`src/fpw_pkg.sv`:
```
// Shared widths and codes for the four-level page walker.
`timescale 1ns / 1ps

package fpw_pkg;

  localparam int unsigned VA_W    = 48;
  localparam int unsigned PA_W    = 52;
  localparam int unsigned ENTRY_W = 64;
  localparam int unsigned IDX_W   = 9;
  localparam int unsigned LEVEL_W = 2;

  // opcode of an incoming item
  localparam logic OP_START     = 1'b0;
  localparam logic OP_READ_DATA = 1'b1;

  // kind of a result item
  localparam logic KIND_READ = 1'b0;
  localparam logic KIND_DONE = 1'b1;

  // table levels, top first
  localparam logic [LEVEL_W-1:0] LVL_PML4 = 2'd0;
  localparam logic [LEVEL_W-1:0] LVL_PDPT = 2'd1;
  localparam logic [LEVEL_W-1:0] LVL_PD   = 2'd2;
  localparam logic [LEVEL_W-1:0] LVL_PT   = 2'd3;

  // entry flag bits
  localparam int unsigned BIT_PRESENT = 0;
  localparam int unsigned BIT_LARGE   = 7;

endpackage

```
`src/fpw_req_if.sv`:
```
// Request channel: start items and returned table entries.
`timescale 1ns / 1ps

interface fpw_req_if;
  logic                        valid;
  logic                        ready;
  logic                        opcode;
  logic [fpw_pkg::VA_W-1:0]    virt_addr;
  logic [fpw_pkg::PA_W-1:0]    root_table_addr;
  logic [fpw_pkg::ENTRY_W-1:0] read_data;

  modport source (output valid, opcode, virt_addr, root_table_addr, read_data,
                  input ready);
  modport sink   (input valid, opcode, virt_addr, root_table_addr, read_data,
                  output ready);
endinterface

```
`src/fpw_rsp_if.sv`:
```
// Result channel: memory read requests and finished translations.
`timescale 1ns / 1ps

interface fpw_rsp_if;
  logic                     valid;
  logic                     ready;
  logic                     kind;
  logic [fpw_pkg::PA_W-1:0] read_addr;
  logic [fpw_pkg::PA_W-1:0] phys_addr;
  logic                     fault;

  modport source (output valid, kind, read_addr, phys_addr, fault, input ready);
  modport sink   (input valid, kind, read_addr, phys_addr, fault, output ready);
endinterface

```
`src/four_level_page_walk.sv`:
```
// Top level of the four-level page walker.
`timescale 1ns / 1ps

// Usage:
//   req carries items in: opcode OP_START starts a walk with virt_addr and
//   root_table_addr; opcode OP_READ_DATA returns the 64-bit table entry that
//   the last read request asked for. rsp carries items out: KIND_READ asks
//   memory for the entry at read_addr, KIND_DONE ends the walk with phys_addr
//   (zero with fault set if an entry was not present).
//   Every start and every entry returned during a walk gives exactly one
//   result; read data arriving with no walk in progress gives none.
//   A start during a walk abandons that walk.
//   The result is in the output register in the cycle after the item is
//   accepted. Throughput: one item per cycle; the output register lets a
//   new item in whenever it is empty or is being taken in the same cycle.
//   A full walk therefore costs up to four memory round trips.
//   Reset (synchronous, rst high) drops any walk and empties the output.
//   When the receiver stalls, rsp holds its item and req.ready falls.
module four_level_page_walk (
  input  logic        clk,
  input  logic        rst,
  fpw_req_if.sink     req,
  fpw_rsp_if.source   rsp
);

  logic                                walk_busy, walk_busy_next;
  logic [fpw_pkg::LEVEL_W-1:0]         walk_level, walk_level_next;
  logic [fpw_pkg::VA_W-1:0]            saved_virt, saved_virt_next;

  logic                                res_valid;
  logic                                res_kind;
  logic [fpw_pkg::PA_W-1:0]            res_read_addr;
  logic [fpw_pkg::PA_W-1:0]            res_phys_addr;
  logic                                res_fault;

  logic                                out_valid;
  logic                                out_kind;
  logic [fpw_pkg::PA_W-1:0]            out_read_addr;
  logic [fpw_pkg::PA_W-1:0]            out_phys_addr;
  logic                                out_fault;

  logic                                accept;

  function automatic logic [fpw_pkg::IDX_W-1:0] table_index(
    input logic [fpw_pkg::VA_W-1:0]    va,
    input logic [fpw_pkg::LEVEL_W-1:0] lvl
  );
    logic [fpw_pkg::IDX_W-1:0] idx;
    case (lvl)
      fpw_pkg::LVL_PML4: idx = va[47:39];
      fpw_pkg::LVL_PDPT: idx = va[38:30];
      fpw_pkg::LVL_PD:   idx = va[29:21];
      fpw_pkg::LVL_PT:   idx = va[20:12];
      default:           idx = va[20:12];
    endcase
    return idx;
  endfunction

  assign req.ready = !out_valid || rsp.ready;
  assign accept    = req.valid && req.ready;

  always_comb begin
    walk_busy_next  = walk_busy;
    walk_level_next = walk_level;
    saved_virt_next = saved_virt;
    res_valid       = 1'b0;
    res_kind        = fpw_pkg::KIND_READ;
    res_read_addr   = '0;
    res_phys_addr   = '0;
    res_fault       = 1'b0;

    if (req.opcode == fpw_pkg::OP_START) begin
      walk_busy_next  = 1'b1;
      walk_level_next = fpw_pkg::LVL_PML4;
      saved_virt_next = req.virt_addr;
      res_valid       = 1'b1;
      // table base is 4 KiB aligned, so the index just fills bits 11:3
      res_read_addr   = {req.root_table_addr[51:12],
                         table_index(req.virt_addr, fpw_pkg::LVL_PML4), 3'b000};
    end else if (walk_busy) begin
      res_valid = 1'b1;
      if (!req.read_data[fpw_pkg::BIT_PRESENT]) begin
        walk_busy_next = 1'b0;
        res_kind       = fpw_pkg::KIND_DONE;
        res_fault      = 1'b1;
      end else if (walk_level == fpw_pkg::LVL_PD && req.read_data[fpw_pkg::BIT_LARGE]) begin
        walk_busy_next = 1'b0;
        res_kind       = fpw_pkg::KIND_DONE;
        res_phys_addr  = {req.read_data[51:21], saved_virt[20:0]};
      end else if (walk_level == fpw_pkg::LVL_PT) begin
        walk_busy_next = 1'b0;
        res_kind       = fpw_pkg::KIND_DONE;
        res_phys_addr  = {req.read_data[51:12], saved_virt[11:0]};
      end else begin
        walk_level_next = walk_level + 2'd1;
        res_read_addr   = {req.read_data[51:12],
                           table_index(saved_virt, walk_level_next), 3'b000};
      end
    end
  end

  always_ff @(posedge clk) begin
    if (rst) begin
      walk_busy  <= 1'b0;
      walk_level <= fpw_pkg::LVL_PML4;
      saved_virt <= '0;
      out_valid  <= 1'b0;
    end else if (accept) begin
      walk_busy  <= walk_busy_next;
      walk_level <= walk_level_next;
      saved_virt <= saved_virt_next;
      out_valid  <= res_valid;
    end else if (rsp.ready) begin
      out_valid  <= 1'b0;
    end
  end

  always_ff @(posedge clk) begin
    if (accept) begin
      out_kind      <= res_kind;
      out_read_addr <= res_read_addr;
      out_phys_addr <= res_phys_addr;
      out_fault     <= res_fault;
    end
  end

  assign rsp.valid     = out_valid;
  assign rsp.kind      = out_kind;
  assign rsp.read_addr = out_read_addr;
  assign rsp.phys_addr = out_phys_addr;
  assign rsp.fault     = out_fault;

  // a start always produces a read request for the top-level entry
  a_start_reads: assert property (@(posedge clk) disable iff (rst)
    accept && req.opcode == fpw_pkg::OP_START
      |=> rsp.valid && rsp.kind == fpw_pkg::KIND_READ && walk_busy
          && walk_level == fpw_pkg::LVL_PML4)
    else $error("start did not issue a top-level read");

  // read requests carry no translation and are entry aligned
  a_read_clean: assert property (@(posedge clk) disable iff (rst)
    rsp.valid && rsp.kind == fpw_pkg::KIND_READ
      |-> !rsp.fault && rsp.phys_addr == '0 && rsp.read_addr[2:0] == 3'b000)
    else $error("malformed read request");

  // a finished walk leaves the walker idle
  a_done_idle: assert property (@(posedge clk) disable iff (rst)
    accept && req.opcode == fpw_pkg::OP_READ_DATA && walk_busy
      && res_kind == fpw_pkg::KIND_DONE |=> !walk_busy)
    else $error("walker still busy after finishing");

  // a fault reports address zero
  a_fault_zero: assert property (@(posedge clk) disable iff (rst)
    rsp.valid && rsp.fault |-> rsp.kind == fpw_pkg::KIND_DONE && rsp.phys_addr == '0)
    else $error("fault with nonzero address");

endmodule
```
`src/flat_wrapper.sv`:
```
// flat-port wrapper written by rule: the top's interface ports become plain ports
module four_level_page_walk_flat 
  (clk, rst, req_valid, req_opcode, req_virt_addr, req_root_table_addr, req_read_data, req_ready, rsp_valid, rsp_kind, rsp_read_addr, rsp_phys_addr, rsp_fault, rsp_ready);
  fpw_req_if req_i ();
  fpw_rsp_if rsp_i ();
  input  logic clk;
  input  logic rst;
  input wire logic [$bits(req_i.valid)-1:0] req_valid;
  input wire logic [$bits(req_i.opcode)-1:0] req_opcode;
  input wire logic [$bits(req_i.virt_addr)-1:0] req_virt_addr;
  input wire logic [$bits(req_i.root_table_addr)-1:0] req_root_table_addr;
  input wire logic [$bits(req_i.read_data)-1:0] req_read_data;
  output wire logic [$bits(req_i.ready)-1:0] req_ready;
  output wire logic [$bits(rsp_i.valid)-1:0] rsp_valid;
  output wire logic [$bits(rsp_i.kind)-1:0] rsp_kind;
  output wire logic [$bits(rsp_i.read_addr)-1:0] rsp_read_addr;
  output wire logic [$bits(rsp_i.phys_addr)-1:0] rsp_phys_addr;
  output wire logic [$bits(rsp_i.fault)-1:0] rsp_fault;
  input wire logic [$bits(rsp_i.ready)-1:0] rsp_ready;
  assign req_i.valid = req_valid;
  assign req_i.opcode = req_opcode;
  assign req_i.virt_addr = req_virt_addr;
  assign req_i.root_table_addr = req_root_table_addr;
  assign req_i.read_data = req_read_data;
  assign req_ready = req_i.ready;
  assign rsp_valid = rsp_i.valid;
  assign rsp_kind = rsp_i.kind;
  assign rsp_read_addr = rsp_i.read_addr;
  assign rsp_phys_addr = rsp_i.phys_addr;
  assign rsp_fault = rsp_i.fault;
  assign rsp_i.ready = rsp_ready;
  four_level_page_walk u_core (.clk(clk), .rst(rst), .req(req_i), .rsp(rsp_i));
endmodule
```
`config.mk`:
```
export PLATFORM = sky130hd
export DESIGN_NAME = four_level_page_walk_flat
export DESIGN_NICKNAME = d
export VERILOG_FILES = /design/src/fpw_pkg.sv /design/src/fpw_req_if.sv /design/src/fpw_rsp_if.sv /design/src/four_level_page_walk.sv /design/src/flat_wrapper.sv
export SDC_FILE = /design/constraint.sdc
export NUM_CORES = 1
export LEC_CHECK = 0
export ABC_AREA = 1
export ABC_CLOCK_PERIOD_IN_PS = 2300
export BUFFER_PORTS_ARGS = -buffer_cell sky130_fd_sc_hd__buf_4
export CORE_ASPECT_RATIO = 0.75
export CORE_MARGIN = 1.5
export CORE_UTILIZATION = 43
export DETAILED_ROUTE_END_ITERATION = 6
export GPL_TIMING_DRIVEN = 0
export HOLD_SLACK_MARGIN = 0.05
export PLACE_DENSITY_LB_ADDON = 0.12
export SETUP_SLACK_MARGIN = 0.1
export SYNTH_ARGS = -nofsm -noshare
export SYNTH_HDL_FRONTEND = slang
export SYNTH_SLANG_ARGS = --single-unit
```
`constraint.sdc`:
```
create_clock -name clk -period 2.3 [get_ports clk]
set_clock_uncertainty 0.1 [all_clocks]
set_input_delay 0.46 -clock clk [delete_from_list [all_inputs] [get_ports clk]]
set_output_delay 0.46 -clock clk [all_outputs]
set_load 0.005 [all_outputs]
```
==> flow_summary.ini <==
[outcome]
status = finished clean

[grt]
grt_overflow = 0
grt_pass1_vias = 5234
antenna_found_initial = 0
grt_max_degree = 105
grt.total_usage_pct = 22.5
grt_pass1_wl_mm = 26.1

[clock_network]
ctsHoldBuffers = 0
ctsHtreeMaxLevel = 4
clock_sinks = 146
cts_tree = built
cts_buffers = 17
insertion_delay_ps = 420
clockBufferDepth = 2
post_cts_buffers = 0
clk_pin_slew_ps = 60
cts_root_buf = clkbuf_16
cts_resized = 0

[finish]
fin_nets = 1054
drive_gt1_share_pct = 38.9
diodes = 0
final_cell_mix = buf_4 (244), nand2_1 (179), edfxtp_1 (103)
layout_commonest_cell = buf_4
final_core_util_pct = 62.6
syn2layout_area_growth_pct = 43.1

[die]
start_util_pct = 43.7
die_area_um2 = 15400
die_y_um = 108
ios = 277
die_w_um = 143
coreArea_um2 = 14400
rows = 38

[sta]
setup_viol = 0
slew_viol_final = 0
rsz0062_at_grt = false
hold_slack_ps = 206
fin_crit_ps = 1880
slew_headroom_pct = 34.1
tightest_slew_ps = 989
fin_ws_ps = 419
finalHoldViolations = 0
fin_crit_sh_pct = 81.8
max_freq_mhz = 532

[critical_path]
crit_required_ps = 2240
endpoint_kind = flop
worstPathArrival_ps = 1820
worst_setup_path_start_kind = flop
path_class = reg -> reg
critPathMaxFanout = 104

[min_path]
hold_class = in -> reg

[yosys]
netlist_area_um2 = 6300
seq_area_frac_synth_pct = 62.8
ys_ff_latch = 146
yosysWarnings = 0
synth.distinct_cells = 25
syn_area_per_cell_um2 = 10.1
syn_inst = 622

[drt]
drc = 0
wirelength_mm = 17.1
route.vias.total = 5312
drt-vias-per-instance = 4.86
wl_per_cell_um = 15.7
drtAntennaViolNets = 0
dr.first_iter.drc_count = 296
drt-pass1-iter-count = 5

[power]
p_per_area_nw_per_um2 = 760
ir_worst_vdd_uv = 553
power_leakage_nw = 3.83

[place]
port_buffers = 238
globalplace.congestion = 0.936
hpwl_mm = 12.8
dp_slack_ps = -104

[run]
maxCapViolCount = 0
stage by stage:
step                cell area [µm²]  power, mW  std cells  TNS [ps]
floorplan                      6310       3.35        624         0
global route                   9010       7.06       1094         0
finish                         9010       6.85       1094         0
detailed placement             8350       3.80       1062     -7430
CTS                            9010       6.90       1094         0
global placement               8350       3.78       1062     -5450
power breakdown:
part,switching [mW],internal (mW)
Sequential,0.0539,2.97
Combinational,0.359,0.362
Clock,1.08,2.03
final cells by class:
| type | count | area [µm²] |
|---|---|---|
| Tap cell | 200 | 250 |
| Clock buffer | 18 | 429 |
| Clock inverter | 14 | 235 |
| Inverter | 43 | 166 |
| Fill cell | 1222 | 5390 |
| Sequential cell | 146 | 3950 |
| Timing Repair Buffer | 238 | 1790 |
| Buffer | 47 | 303 |
| Multi-Input combinational cell | 388 | 1890 |
per-layer routing:
layer  track usage [%]  wire (µm)  vias up
met3              6.81       1450       27
met1              28.8       7310     2492
met2              35.4       8000      195
met4              10.0        383        0
li1                  -          -     2598
met5                 0          0        -
critical path: stages, from the launching register on:
cell,delay (ps)
dfxtp_1,330
nand2_2,100
nand2_4,70
inv_4,90
buf_6,670
Yosys cell counts (all sizes together):
library cell	instances	area (µm²)
nor2	21	81.3
edfxtp	103	3090
conb	1	3.75
clkbuf	12	45.0
dfxtp	43	861
buf	35	251
o21ai	31	155
ha	4	50.1
nand3	61	318
clkinv	1	3.75
nand2	185	714
nor3	31	300
inv	42	163
a21oi	52	260
registers in the layout (all words and copies together) (netlist names):
| signal | count |
|---|---|
| u_core.rsp.kind | 1 |
| u_core.rsp.phys_addr | 52 |
| u_core.walk_level | 2 |
| u_core.saved_virt | 39 |
| u_core.walk_busy | 1 |
| u_core.rsp.valid | 1 |
| u_core.rsp.read_addr | 49 |
| u_core.rsp.fault | 1 |
cell families after synthesis:
group / count (synthesis) / synth area share [%]
simple gates: 298 / 22.4
flops: 146 / 62.8
fa+ha+maj: 4 / 0.794
compound gates: 83 / 6.59
buf+inv: 90 / 7.35
other cells: 1 / 0.0595
final timing paths:
path                                          start                                     end  slack (ps)  cells after the start
setup / recovery      u_core.rsp.valid$_SDFFE_PP0P_  u_core.rsp.phys_addr[19]$_SDFFCE_PN0P_         420                      4
hold / removal              req_root_table_addr[17]      u_core.rsp.read_addr[17]$_DFFE_PP_         210                      3
setup reg to reg      u_core.rsp.valid$_SDFFE_PP0P_  u_core.rsp.phys_addr[19]$_SDFFCE_PN0P_         420                      4
hold reg to reg   u_core.saved_virt[2]$_SDFFE_PP0P_       u_core.saved_virt[2]$_SDFFE_PP0P_         360                      2
Power figures use the tool's default switching activity.
